==> src/design/engine_crank_retry_controller_macros.svh <==
// Assertion macros for the engine crank retry controller.
`ifndef ENGINE_CRANK_RETRY_CONTROLLER_MACROS_SVH
`define ENGINE_CRANK_RETRY_CONTROLLER_MACROS_SVH

`ifndef SYNTH

// Condition at this edge implies consequence at the same edge.
`define ECRC_ASSERT_IMP(label, clk, rst_n, ante, cons) \
    label: assert property (@(posedge clk) disable iff (!rst_n) (ante) |-> (cons)) \
        else $error("ecrc assertion failed");

// Condition at this edge implies consequence at the next edge.
`define ECRC_ASSERT_NEXT(label, clk, rst_n, ante, cons) \
    label: assert property (@(posedge clk) disable iff (!rst_n) (ante) |=> (cons)) \
        else $error("ecrc assertion failed");

`else

`define ECRC_ASSERT_IMP(label, clk, rst_n, ante, cons)
`define ECRC_ASSERT_NEXT(label, clk, rst_n, ante, cons)

`endif

`endif

==> src/design/ecrc_pkg.sv <==
// Shared types, constants and helpers of the engine crank retry controller.
package ecrc_pkg;

    localparam int MS_W       = 18;
    localparam int CNT_W      = 8;
    localparam int SEC_W      = 8;
    localparam int CFG_IDX_W  = 3;
    localparam int CFG_DATA_W = 18;

    localparam logic [MS_W-1:0]  ELAPSED_MAX   = 18'h3FFFF;
    localparam logic [MS_W-1:0]  PAUSE_MS      = 18'd1000;
    localparam logic [MS_W-1:0]  MS_PER_SEC    = 18'd1000;
    localparam logic [MS_W-1:0]  MAX_MS_RST    = 18'd10000;
    localparam logic [MS_W-1:0]  SETTLE_MS_RST = 18'd5000;
    localparam logic [CNT_W-1:0] RETRY_RST     = 8'd1;

    // Sequence phases
    localparam logic [1:0] PH_START  = 2'd0;
    localparam logic [1:0] PH_CRANK  = 2'd1;
    localparam logic [1:0] PH_SETTLE = 2'd2;
    localparam logic [1:0] PH_PAUSE  = 2'd3;

    // Result status codes
    localparam logic [1:0] ST_BUSY    = 2'd0;
    localparam logic [1:0] ST_SUCCESS = 2'd1;
    localparam logic [1:0] ST_FAIL    = 2'd2;
    localparam logic [1:0] ST_IDLE    = 2'd3;

    // Item operations
    localparam logic OP_TICK  = 1'b0;
    localparam logic OP_START = 1'b1;

    // Register indexes
    localparam logic [CFG_IDX_W-1:0] REG_CRANK_MODE  = 3'd0;
    localparam logic [CFG_IDX_W-1:0] REG_STEP_TIME   = 3'd1;
    localparam logic [CFG_IDX_W-1:0] REG_MAX_CRANK   = 3'd2;
    localparam logic [CFG_IDX_W-1:0] REG_SETTLE      = 3'd3;
    localparam logic [CFG_IDX_W-1:0] REG_RETRY_COUNT = 3'd4;

    typedef struct packed {
        logic             crank_mode;
        logic [MS_W-1:0]  step_time_ms;
        logic [MS_W-1:0]  max_ms;
        logic [MS_W-1:0]  settle_ms;
        logic [CNT_W-1:0] retry_count;
    } ecrc_cfg_t;

    typedef struct packed {
        logic             relay_drive;
        logic [1:0]       status;
        logic [CNT_W-1:0] attempts_remaining;
    } ecrc_res_t;

    function automatic logic [MS_W-1:0] sec_to_ms(input logic [SEC_W-1:0] sec);
        return MS_W'(sec) * MS_PER_SEC;
    endfunction

endpackage

==> src/design/ecrc_if.sv <==
// Channel interfaces: input items, result items and configuration writes.
interface ecrc_item_if;
    logic valid;
    logic ready;
    logic op;
    logic engine_running;
    logic stop_input;

    modport source (output valid, op, engine_running, stop_input, input ready);
    modport sink   (input valid, op, engine_running, stop_input, output ready);
endinterface

interface ecrc_result_if;
    import ecrc_pkg::*;
    logic             valid;
    logic             ready;
    logic             relay_drive;
    logic [1:0]       status;
    logic [CNT_W-1:0] attempts_remaining;

    modport source (output valid, relay_drive, status, attempts_remaining, input ready);
    modport sink   (input valid, relay_drive, status, attempts_remaining, output ready);
endinterface

interface ecrc_cfg_if;
    import ecrc_pkg::*;
    logic                  valid;
    logic                  ready;
    logic [CFG_IDX_W-1:0]  index;
    logic [CFG_DATA_W-1:0] data;

    modport source (output valid, index, data, input ready);
    modport sink   (input valid, index, data, output ready);
endinterface

==> src/design/ecrc_cfg.sv <==
// Configuration register file with millisecond limits derived on write.
module ecrc_cfg (
    input  logic               clk,
    input  logic               rst_n,
    ecrc_cfg_if.sink           cfg,
    output ecrc_pkg::ecrc_cfg_t cfg_out
);
    import ecrc_pkg::*;

    ecrc_cfg_t cfg_reg;

    assign cfg.ready = 1'b1;
    assign cfg_out   = cfg_reg;

    always_ff @(posedge clk or negedge rst_n)
    begin
        if (!rst_n)
        begin
            cfg_reg.crank_mode   <= 1'b0;
            cfg_reg.step_time_ms <= '0;
            cfg_reg.max_ms       <= MAX_MS_RST;
            cfg_reg.settle_ms    <= SETTLE_MS_RST;
            cfg_reg.retry_count  <= RETRY_RST;
        end
        else if (cfg.valid)
        begin
            unique case (cfg.index)
                REG_CRANK_MODE:  cfg_reg.crank_mode   <= cfg.data[0];
                REG_STEP_TIME:   cfg_reg.step_time_ms <= cfg.data[MS_W-1:0];
                REG_MAX_CRANK:   cfg_reg.max_ms       <= sec_to_ms(cfg.data[SEC_W-1:0]);
                REG_SETTLE:      cfg_reg.settle_ms    <= sec_to_ms(cfg.data[SEC_W-1:0]);
                REG_RETRY_COUNT: cfg_reg.retry_count  <= cfg.data[CNT_W-1:0];
                default:         ;
            endcase
        end
    end

endmodule

==> src/design/ecrc_step.sv <==
// Sequence state and the per-item update of phase, timer and attempt count.
module ecrc_step (
    input  logic                clk,
    input  logic                rst_n,
    input  logic                advance,
    input  logic                op,
    input  logic                running,
    input  logic                stop_in,
    input  ecrc_pkg::ecrc_cfg_t cfg,
    output ecrc_pkg::ecrc_res_t res
);
    import ecrc_pkg::*;

    logic             active_reg,   active_next;
    logic [1:0]       phase_reg,    phase_next;
    logic [MS_W-1:0]  elapsed_reg,  elapsed_next;
    logic [CNT_W-1:0] attempts_reg, attempts_next;
    logic             relay_reg,    relay_next;

    logic [MS_W-1:0]  attempt_ms;
    logic [MS_W-1:0]  elapsed_inc;
    logic [1:0]       status;

    // Timed mode may shorten the crank below the maximum
    assign attempt_ms = (!cfg.crank_mode && (cfg.step_time_ms != '0)
                         && (cfg.step_time_ms < cfg.max_ms)) ? cfg.step_time_ms : cfg.max_ms;

    assign elapsed_inc = (elapsed_reg == ELAPSED_MAX) ? elapsed_reg : elapsed_reg + 1'b1;

    always_comb
    begin
        active_next   = active_reg;
        phase_next    = phase_reg;
        elapsed_next  = elapsed_reg;
        attempts_next = attempts_reg;
        relay_next    = relay_reg;
        status        = ST_BUSY;

        if (op == OP_START)
        begin
            attempts_next = (cfg.retry_count == '0) ? CNT_W'(1) : cfg.retry_count;
            active_next   = 1'b1;
            relay_next    = 1'b1;
            phase_next    = PH_CRANK;
            elapsed_next  = '0;
        end
        else if (!active_reg)
        begin
            status = ST_IDLE;
        end
        else
        begin
            elapsed_next = elapsed_inc;
            unique case (phase_reg)
                PH_CRANK:
                begin
                    if ((cfg.crank_mode && stop_in) || (elapsed_inc >= attempt_ms))
                    begin
                        relay_next   = 1'b0;
                        phase_next   = PH_SETTLE;
                        elapsed_next = '0;
                    end
                end
                PH_SETTLE:
                begin
                    if (elapsed_inc >= cfg.settle_ms)
                    begin
                        if (running)
                        begin
                            active_next   = 1'b0;
                            phase_next    = PH_START;
                            attempts_next = '0;
                            status        = ST_SUCCESS;
                        end
                        else if (attempts_reg > CNT_W'(1))
                        begin
                            attempts_next = attempts_reg - 1'b1;
                            phase_next    = PH_PAUSE;
                            elapsed_next  = '0;
                        end
                        else
                        begin
                            active_next   = 1'b0;
                            phase_next    = PH_START;
                            attempts_next = '0;
                            status        = ST_FAIL;
                        end
                    end
                end
                PH_PAUSE:
                begin
                    if (elapsed_inc >= PAUSE_MS)
                    begin
                        relay_next   = 1'b1;
                        phase_next   = PH_CRANK;
                        elapsed_next = '0;
                    end
                end
                default:
                begin
                    relay_next   = 1'b1;
                    phase_next   = PH_CRANK;
                    elapsed_next = '0;
                end
            endcase
        end
    end

    assign res.relay_drive        = relay_next;
    assign res.status             = status;
    assign res.attempts_remaining = attempts_next;

    always_ff @(posedge clk or negedge rst_n)
    begin
        if (!rst_n)
        begin
            active_reg   <= 1'b0;
            phase_reg    <= PH_START;
            elapsed_reg  <= '0;
            attempts_reg <= '0;
            relay_reg    <= 1'b0;
        end
        else if (advance)
        begin
            active_reg   <= active_next;
            phase_reg    <= phase_next;
            elapsed_reg  <= elapsed_next;
            attempts_reg <= attempts_next;
            relay_reg    <= relay_next;
        end
    end

endmodule

==> src/design/engine_crank_retry_controller.sv <==
// Top level of the engine crank retry controller.
//
// Channels: "item" carries one input item per handshake (op: 0 a 1 ms tick,
// 1 start a crank sequence, plus engine_running and stop_input levels);
// "result" returns exactly one item per input item with the relay level,
// status (busy, succeeded, failed, idle) and attempts still left; "cfg"
// writes one of five registers by index and is always ready.
// Flow: an accepted item lands in the input register, its update is
// worked out from that register and the sequence state in one pass, and its
// result is written to the output register once that register is free,
// which raises result valid.
// Throughput is one item per clock while the receiver keeps result ready
// high.
// Reset: the sequence goes idle with the relay off and no attempts left;
// registers return to timed mode, 10 s maximum crank, 5 s settle, 1 retry.
// Stall: while the receiver holds off, the result register keeps its item
// and the input register can still take one more item; ready drops only
// when both are full.
module engine_crank_retry_controller (
    input  logic          clk,
    input  logic          rst_n,
    ecrc_item_if.sink     item,
    ecrc_result_if.source result,
    ecrc_cfg_if.sink      cfg
);
    import ecrc_pkg::*;
    `include "engine_crank_retry_controller_macros.svh"

    // Input register
    logic      s1_valid_reg;
    logic      s1_op_reg;
    logic      s1_running_reg;
    logic      s1_stop_reg;

    // Output register
    logic      out_valid_reg;
    ecrc_res_t out_res_reg;

    ecrc_cfg_t cfg_val;
    ecrc_res_t step_res;
    logic      out_free;
    logic      advance;

    // Checker terms
    logic      out_done;
    logic      out_clean;
    logic      start_adv;
    logic      out_start_ok;

    ecrc_cfg u_cfg (
        .clk     (clk),
        .rst_n   (rst_n),
        .cfg     (cfg),
        .cfg_out (cfg_val)
    );

    ecrc_step u_step (
        .clk     (clk),
        .rst_n   (rst_n),
        .advance (advance),
        .op      (s1_op_reg),
        .running (s1_running_reg),
        .stop_in (s1_stop_reg),
        .cfg     (cfg_val),
        .res     (step_res)
    );

    // Advance when the output register is empty or being drained this cycle
    assign out_free   = !out_valid_reg || result.ready;
    assign advance    = s1_valid_reg && out_free;
    assign item.ready = !s1_valid_reg || advance;

    always_ff @(posedge clk or negedge rst_n)
    begin
        if (!rst_n)
        begin
            s1_valid_reg <= 1'b0;
        end
        else if (item.ready)
        begin
            s1_valid_reg <= item.valid;
        end
    end

    // Capture the payload only on acceptance
    always_ff @(posedge clk)
    begin
        if (item.valid && item.ready)
        begin
            s1_op_reg      <= item.op;
            s1_running_reg <= item.engine_running;
            s1_stop_reg    <= item.stop_input;
        end
    end

    always_ff @(posedge clk or negedge rst_n)
    begin
        if (!rst_n)
        begin
            out_valid_reg <= 1'b0;
        end
        else if (out_free)
        begin
            out_valid_reg <= s1_valid_reg;
        end
    end

    always_ff @(posedge clk)
    begin
        if (advance)
        begin
            out_res_reg <= step_res;
        end
    end

    assign result.valid              = out_valid_reg;
    assign result.relay_drive        = out_res_reg.relay_drive;
    assign result.status             = out_res_reg.status;
    assign result.attempts_remaining = out_res_reg.attempts_remaining;

    assign out_done     = out_valid_reg && ((out_res_reg.status == ST_SUCCESS)
                                            || (out_res_reg.status == ST_FAIL));
    assign out_clean    = !out_res_reg.relay_drive && (out_res_reg.attempts_remaining == '0);
    assign start_adv    = advance && (s1_op_reg == OP_START);
    assign out_start_ok = out_res_reg.relay_drive && (out_res_reg.status == ST_BUSY)
                          && (out_res_reg.attempts_remaining != '0);

    // A finished sequence leaves the relay off and no attempts
    `ECRC_ASSERT_IMP(a_end_clean, clk, rst_n, out_done, out_clean)
    // An item that advances shows up in the output register
    `ECRC_ASSERT_NEXT(a_adv_out, clk, rst_n, advance, out_valid_reg)
    // A held input item is not lost while the output stalls
    `ECRC_ASSERT_NEXT(a_s1_hold, clk, rst_n, s1_valid_reg && !out_free, s1_valid_reg)
    // A start energises the relay with at least one attempt
    `ECRC_ASSERT_NEXT(a_start, clk, rst_n, start_adv, out_start_ok)

endmodule
==> src/flat_wrapper.sv <==
// flat-port wrapper written by rule: the top's interface ports become plain ports
module engine_crank_retry_controller_flat import ecrc_pkg::*;
  (clk, rst_n, item_valid, item_op, item_engine_running, item_stop_input, item_ready, result_valid, result_relay_drive, result_status, result_attempts_remaining, result_ready, cfg_valid, cfg_index, cfg_data, cfg_ready);
  ecrc_item_if item_i ();
  ecrc_result_if result_i ();
  ecrc_cfg_if cfg_i ();
  input  logic clk;
  input  logic rst_n;
  input wire logic [$bits(item_i.valid)-1:0] item_valid;
  input wire logic [$bits(item_i.op)-1:0] item_op;
  input wire logic [$bits(item_i.engine_running)-1:0] item_engine_running;
  input wire logic [$bits(item_i.stop_input)-1:0] item_stop_input;
  output wire logic [$bits(item_i.ready)-1:0] item_ready;
  output wire logic [$bits(result_i.valid)-1:0] result_valid;
  output wire logic [$bits(result_i.relay_drive)-1:0] result_relay_drive;
  output wire logic [$bits(result_i.status)-1:0] result_status;
  output wire logic [$bits(result_i.attempts_remaining)-1:0] result_attempts_remaining;
  input wire logic [$bits(result_i.ready)-1:0] result_ready;
  input wire logic [$bits(cfg_i.valid)-1:0] cfg_valid;
  input wire logic [$bits(cfg_i.index)-1:0] cfg_index;
  input wire logic [$bits(cfg_i.data)-1:0] cfg_data;
  output wire logic [$bits(cfg_i.ready)-1:0] cfg_ready;
  assign item_i.valid = item_valid;
  assign item_i.op = item_op;
  assign item_i.engine_running = item_engine_running;
  assign item_i.stop_input = item_stop_input;
  assign item_ready = item_i.ready;
  assign result_valid = result_i.valid;
  assign result_relay_drive = result_i.relay_drive;
  assign result_status = result_i.status;
  assign result_attempts_remaining = result_i.attempts_remaining;
  assign result_i.ready = result_ready;
  assign cfg_i.valid = cfg_valid;
  assign cfg_i.index = cfg_index;
  assign cfg_i.data = cfg_data;
  assign cfg_ready = cfg_i.ready;
  engine_crank_retry_controller u_core (.clk(clk), .rst_n(rst_n), .item(item_i), .result(result_i), .cfg(cfg_i));
endmodule
==> config.mk <==
export PLATFORM = sky130hd
export DESIGN_NAME = engine_crank_retry_controller_flat
export DESIGN_NICKNAME = d
export VERILOG_FILES = /design/src/design/ecrc_pkg.sv /design/src/design/ecrc_if.sv /design/src/design/ecrc_cfg.sv /design/src/design/ecrc_step.sv /design/src/design/engine_crank_retry_controller.sv /design/src/flat_wrapper.sv
export VERILOG_INCLUDE_DIRS = /design/src /design/src/design
export SDC_FILE = /design/constraint.sdc
export NUM_CORES = 1
export LEC_CHECK = 0
export BUFFER_PORTS_ARGS = -buffer_cell sky130_fd_sc_hd__buf_2
export CAP_MARGIN = 10
export CORE_MARGIN = 2
export CORE_UTILIZATION = 35
export DETAILED_ROUTE_END_ITERATION = 10
export PLACE_DENSITY_LB_ADDON = 0.2
export SETUP_SLACK_MARGIN = 0.05
export SLEW_MARGIN = 10
export SYNTH_ARGS = -nofsm -noshare
export SYNTH_HDL_FRONTEND = slang
export SYNTH_SLANG_ARGS = --single-unit
==> constraint.sdc <==
create_clock -name clk -period 5.2 [get_ports clk]
set_clock_uncertainty 0.05 [all_clocks]
set_input_delay 0.52 -clock clk [delete_from_list [all_inputs] [get_ports clk]]
set_output_delay 0.52 -clock clk [all_outputs]
set_load 0.03 [all_outputs]
==> metrics, run 1 <==
# IOs=43; port bufs=41; Mean Syn Cell Area=9.544 sq um; later-pin clock latency in the skew report=0.37 ns; initial antenna violation count=0; DR iter-0 viols=325; sequential share of the synthesized area=0.3250; Post-synth EDFFs=14; final layout net count=1027; clock buffer count from CTS=9; DRT Pass-1 Iters=4; layout cells sized above 1=0.1539; synth-to-layout area growth=10.39%; total power=3.930 mW; largest net degree at the start of global routing=48; critical path class=flop to flop; gpl congestion=0.8431; Via density=5.471; Post-Route WL=21060 microns; CORE AREA=22780 sq um; Ant. Diodes=0; Post-DP HPWL=16190 microns; final setup fails=0; vias in the first global route=6379; Max Fclk=214.4 MHz; CP arrival=4.91 ns; final critical-path setup slack=0.5355 ns; outcome=complete, no violations; Post-Synthesis Cell Area=8189 sq um; P_leak=3.982 nW; Slew HR=0.2556; Yosys warning count=0; setup_tns=0 ns; Sequential cell area=2661 sq um; Max stage delay cell, worst path=a2111oi_2; Post-Place Worst Slack=0.4329 ns; Initial Util=0.3595; power per cell area=434.7 nW/um^2; Die Ht=157.0 microns; RR Startpoint=u_core.u_cfg.cfg_out[41]; Synthesized Nets=1000; Worst path max stage delay=0.47 ns; Distinct cells, synth=69; Least-Margin Pin Slew=1.108 ns; routed vias=6582; total gr overflow=0; die width=157.0 microns; setup slack, reg-to-reg=0.54 ns; area of the multi-input gates=5061 sq um; drc violations=0; clk slew on worst S/H paths=0.08 ns; CP max FO=12; reg2reg end=u_core.u_step.elapsed_reg[15]; period utilisation layout=0.8970; CTS max path bufs=2; Setup Buffers After CTS=0; commonest non-fill, non-tap cells in the layout=ha_1, dfrtp_1, inv_1; antenna-violating nets left=0; max-cap viol count=0; per-cell routed wire length=17.50 microns; fin util=0.3969; total die area=24640 sq um; crit end category=flop; htree depth=3; Hold Violations, Final=0; Crit path required time=5.44 ns; commonest non-fill, non-tap cell in the layout=ha_1; # rows=55; Final Slew Violations=0; worst IR drop on VDD=0.1742 mV; Largest register FFs=57; cell count after synthesis=858; Root Driver=clkbuf_16; CP Cell Sequence=inv_1 > ha_1 > a21oi_1 > nor2b_1 > o21ai_0 > o41ai_1 > a2111oi_2 > buf_4 > o211ai_1 > a311oi_1 > ha_1 > a2111oi_0 > o21ai_0 > a2111o_1 > a21oi_1 > a221o_2 > and2_4 > a22o_1; post-CTS sizing=0; RSZ-0062 raised after global routing=false; min cycle time layout=4.664 ns; hold_buf cts=0; Hold Path Class=input port to async pin; FFs w/ async S/R, synth=0.8641; Post-synth top flop=dfrtp_1; CTS tree=done; worst-case reg-to-reg path depth=18; CTS Sinks=103; Worst setup SP type=flop; Synth Register Bits=103; # fillers=2267; first-pass GRT wire length=34540 microns; Tot GR Track Use=0.1800
per-layer routing:
| layer | GRT usage | routed length [microns] | up-vias |
|---|---|---|---|
| met5 | 0 | 0 | - |
| met3 | 0.01872 | 545 | 30 |
| li1 | - | - | 3229 |
| met4 | 0.07339 | 634 | 0 |
| met1 | 0.2495 | 10210 | 3209 |
| met2 | 0.2880 | 9661 | 114 |
worst max-delay path by stage:
| stage | cells past startpoint | slack, ns | end | start |
|---|---|---|---|---|
| final | 18 | 0.54 | u_core.u_step.elapsed_reg[15] | u_core.u_cfg.cfg_out[41] |
| after floorplan | 21 | 0.61 | u_core.u_step.elapsed_reg[2] | u_core.u_cfg.cfg_out[41] |
| after global placement | 15 | 0.48 | u_core.u_cfg.cfg_out[24] | cfg_data[0] |
| after detailed placement | 15 | 0.43 | u_core.u_cfg.cfg_out[42] | cfg_data[0] |
| after CTS | 18 | 0.42 | u_core.u_step.elapsed_reg[15] | u_core.u_cfg.cfg_out[41] |
| after global routing | 18 | 0.1 | u_core.u_step.elapsed_reg[15] | u_core.u_cfg.cfg_out[41] |
logic make-up (layout without fill, tap and decap cells):
| logic type | after synthesis | after routing | synth area share |
|---|---|---|---|
| adder cells (fa/ha/maj) | 113 | 113 | 0.1928 |
| AO/OA/AOI/OAI | 219 | 219 | 0.1800 |
| AND/OR/NAND/NOR | 239 | 239 | 0.1572 |
| buffers and inverters | 115 | 147 | 0.05836 |
| flip-flops | 103 | 103 | 0.3250 |
| XOR/XNOR | 21 | 21 | 0.02246 |
| multiplexers | 47 | 47 | 0.06371 |
| other | 1 | 1 | 0.0004579 |
synth_stat cells (all sizes together), types with 3 or more instances:
cell    number  area (sq um)
o21ai       50         250.2
fa          22         440.4
ha          91          1139
a31oi       14         93.84
nor3        11         55.05
a21oi       52         260.3
and2        11         71.32
edfxtp      14         420.4
mux2i        6         60.06
xor2         6         52.55
mux2        41         461.7
a21o         8         60.06
o221ai       4         35.03
and4         7         63.81
inv         73         274.0
dfstp       11         289.0
nand3       47         240.2
nor2b       11         68.82
a41oi        3         26.28
a311oi      15         131.4
xnor2       15         131.4
o211ai      22         165.2
and3         6         37.54
nand4       13         81.33
nor2        26         97.59
or4          3         22.52
a211o        3         26.28
a22o        13         113.9
nand2b      10         62.56
a211oi       6         57.56
o21a         4         30.03
nor4        10         62.56
dfrtp       78          1952
o41ai        3         26.28
nand2       57         214.0
nand3b      18         135.1
clkbuf      32         123.9
buf         10         80.07
worst max-delay path: cells and delay by family, from the launching register on:
family / cells / cell delay (ns)
adder cells (fa/ha/maj): 2 / 0.60
AND/OR/NAND/NOR: 2 / 0.31
buffers and inverters: 2 / 0.33
AO/OA/AOI/OAI: 12 / 2.87
flip-flops: 1 / 0.41
per-stage QoR:
step	cells	instance area [sq um]	hold WS (ns)
3_3_place_gp	1187	8722	0.4152
5_1_grt	1203	9040	0.1322
4_1_cts	1203	9039	0.09519
6_report	1203	9040	0.08317
2_1_floorplan	858	8189	0.1744
3_5_place_dp	1187	8722	0.4214
final cells by class:
| class | instances | area share |
|---|---|---|
| clock buffers | 9 | 0.02491 |
| well taps | 313 | 0.04332 |
| flip-flops and latches | 103 | 0.2944 |
| multi-input cells | 640 | 0.5599 |
| repair buffers | 58 | 0.03709 |
| inverters | 73 | 0.03031 |
| clock inverters | 7 | 0.01010 |
power breakdown:
group / internal, mW / leakage (nW) / switching [mW]
Sequential: 1.04 / 1.22 / 0.213
Clock: 0.348 / 0.152 / 0.374
Combinational: 0.811 / 2.61 / 1.14
Power figures use the tool's default switching activity.
==> run 2: changes to the inputs <==
--- a/config.mk
+++ b/config.mk
@@ -16,4 +16,5 @@
 export SLEW_MARGIN = 10
 export SYNTH_ARGS = -nofsm -noshare
 export SYNTH_HDL_FRONTEND = slang
+export SYNTH_HIERARCHICAL = 1
 export SYNTH_SLANG_ARGS = --single-unit
==> run 2 against run 1 <==
  * Non-clock buffer count decreased by 8
  * Count of clock-buffer cells in the layout stayed put
  * Critical path depth shrank 7
  * Register-to-register slack better by 0.13 ns
  * Final cell count down 3.0%
  * Routed wire length decreased by 11%
  * Critical endpoint is now u_core/result.attempts_remaining[6]
==> metrics, run 2 <==
htree depth=3; vias in the first global route=5750; cell count after synthesis=823; commonest non-fill, non-tap cell in the layout=ha_1; Distinct cells, synth=83; Synth Register Bits=103; Hold Violations, Final=0; layout cells sized above 1=0.1733; DR iter-0 viols=254; hold_buf cts=0; ranking of synthesized cells by area=dfrtp_1, ha_1, mux2_2, edfxtp_1, fa_1; largest family of logic cells by synthesized area=adder cells; most common cell in the netlist=ha_1; Crit. Startpoint=u_core/u_step/elapsed_reg[5]; CP Depth=11; post-synthesis simple-gate area fraction=0.1448; Via density=5.063; period utilisation layout=0.8726; met2 WL=8561 microns; min cycle time layout=4.537 ns; CTS max path bufs=2; die width=156.7 microns; CTS tree=done; mux cell area share after synthesis=0.08204; largest net degree at the start of global routing=65; Tot GR Track Use=0.1618; CTS Sinks=103; met3 wire length=534 microns; Final Cell Area=8891 sq um; crit end category=flop; met1 WL=9511 microns; Least-Margin Pin Slew=0.9398 ns; Hold Path Class=input port to async pin; worst IR drop on VDD=0.2098 mV; # IOs=43; Post-synth top flop=dfrtp_1; setup_tns=0 ns; per-cell routed wire length=16.11 microns; Initial Util=0.3582; CP Cell Sequence=nand2_1 > or3_4 > or4b_4 > and2_2 > or2_2 > ha_1 > nand4_1 > o31ai_1 > and3_1 > a21oi_1 > a211o_1; later-pin clock latency in the skew report=0.36 ns; FFs w/ async S/R, synth=0.8641; port bufs=41; Post-DP HPWL=14730 microns; Synth Area in Compound Gates=0.1507; outcome=complete, no violations; initial antenna violation count=0; Post-Route WL=18800 microns; DRT Pass-1 Iters=4; P_leak=4.164 nW; RR Startpoint=u_core/u_step/elapsed_reg[5]; Mean Syn Cell Area=9.914 sq um; Slew HR=0.3735; gpl congestion=0.8152; Post-Synth XOR/XNOR Area=0.01932; CP arrival=4.60 ns; Placed Area=8582 sq um; power per cell area=400.2 nW/um^2; Worst path max stage delay=0.67 ns; drc violations=0; synth-to-layout area growth=8.971%; Die Ht=156.7 microns; post-synth top area share=0.2392; RSZ-0062 raised after global routing=false; Largest register FFs=57; routed vias=5908; post-CTS sizing=0; Post-Synthesis Cell Area=8159 sq um; critical path class=flop to flop; sequential share of the synthesized area=0.3262; # rows=55; clk slew on worst S/H paths=0.08 ns; top layer in use=met4; Synth Area in Adders=0.2033; area leader, netlist=dfrtp_1; final setup fails=0; worst-case reg-to-reg path depth=11; Setup Buffers After CTS=0; max-cap viol count=0; total gr overflow=0; commonest non-fill, non-tap cells in the layout=ha_1, inv_1, dfrtp_1; Max Fclk=220.4 MHz; Ant. Diodes=0; Post-synth EDFFs=14; final layout net count=998; Buf+Inv Stages, Crit Path=0; antenna-violating nets left=0; Worst setup SP type=flop; Crit path required time=5.26 ns; Yosys warning count=6; first-pass GRT wire length=31110 microns; total die area=24550 sq um; Max stage delay cell, worst path=o31ai_1; Root Driver=clkbuf_16; top post-synthesis cells by count=ha_1, inv_1, dfrtp_1; clock buffer count from CTS=9; kind of cell adding the most delay to the critical path=simple AND/OR/NAND/NOR gates; CP max FO=12; CORE AREA=22780 sq um; Final Slew Violations=0
==> run 2: changes by cell type after synthesis, sizes merged, moves of 14 or more <==
cell / before / now
nand3b: 18 / 3
nand3: 47 / 22
nand2: 57 / 75
a311oi: 15 / 1
mux2i: 6 / 23
o211ai: 22 / 5
a21oi: 52 / 29
==> run 2: kinds of logic (layout without fill, tap and decap cells) <==
logic type	after synthesis	in the layout
AOI/OAI and AO/OA	169	169
xor gates and xnor gates	18	18
adders and majority gates	120	120
buffers and inverters	125	151
DFF	103	103
muxes	62	62
other	2	7
and+or+nand+nor	224	224
==> run 2: worst reg2reg max path, cell delays in order (launching register included) <==
cell	delay (ns)
dfrtp_1	0.54
nand2_1	0.15
or3_4	0.45
or4b_4	0.54
and2_2	0.22
or2_2	0.32
ha_1	0.32
nand4_1	0.18
o31ai_1	0.67
and3_1	0.43
a21oi_1	0.14
a211o_1	0.29
==> run 2: power breakdown <==
part	switching, mW	internal, mW	total (mW)
combinational	0.926	0.707	1.63
clock	0.350	0.346	0.696
sequential	0.190	1.04	1.23
==> run 2: path summary, 6_finish.rpt <==
kind / to / slack (ns)
worst max-delay path: u_core/result.attempts_remaining[6] / 0.66
worst min-delay path: u_core/u_step/attempts_reg[0] / 0.02
worst max register to register: u_core/result.attempts_remaining[6] / 0.66
worst min register to register: u_core/u_cfg/cfg_out[22] / 0.45
max in group asynchronous: u_core/u_cfg/cfg_out[18] / 3.94
min in group clk: u_core/s1_op_reg / 0.29
==> run 2: area by class of cell <==
type                       instances  area, sq um
fill                            2288        13890
multi-input combinational        600         4935
sequential                       103         2661
tap                              313        391.6
inverter                          85        319.1
timing repair buffer              50        275.3
clock buffer                       9        225.2
clock inverter                     7        83.83
==> run 2: metal layers <==
metal  vias to the layer above  track usage
met2                        79       0.2551
met3                        12      0.02299
met1                      2817       0.2365
met4                         0      0.03277
li1                       3000            -
met5                         -            0
==> run 2: metrics by stage <==
step / util / instances / hold WS [ns] / setup slack [ns] / power, mW
floorplan: - / 828 / 0.1744 / 1.014 / 2.440
detailed placement: 0.3768 / 1151 / 0.4129 / 0.6210 / 2.890
CTS: 0.3903 / 1167 / 0.03502 / 0.6687 / 3.605
global placement: 0.3768 / 1151 / 0.4184 / 0.6452 / 2.885
finish: 0.3903 / 1167 / 0.02249 / 0.6626 / 3.558
global route: 0.3903 / 1167 / 0.03643 / 0.4391 / 3.883
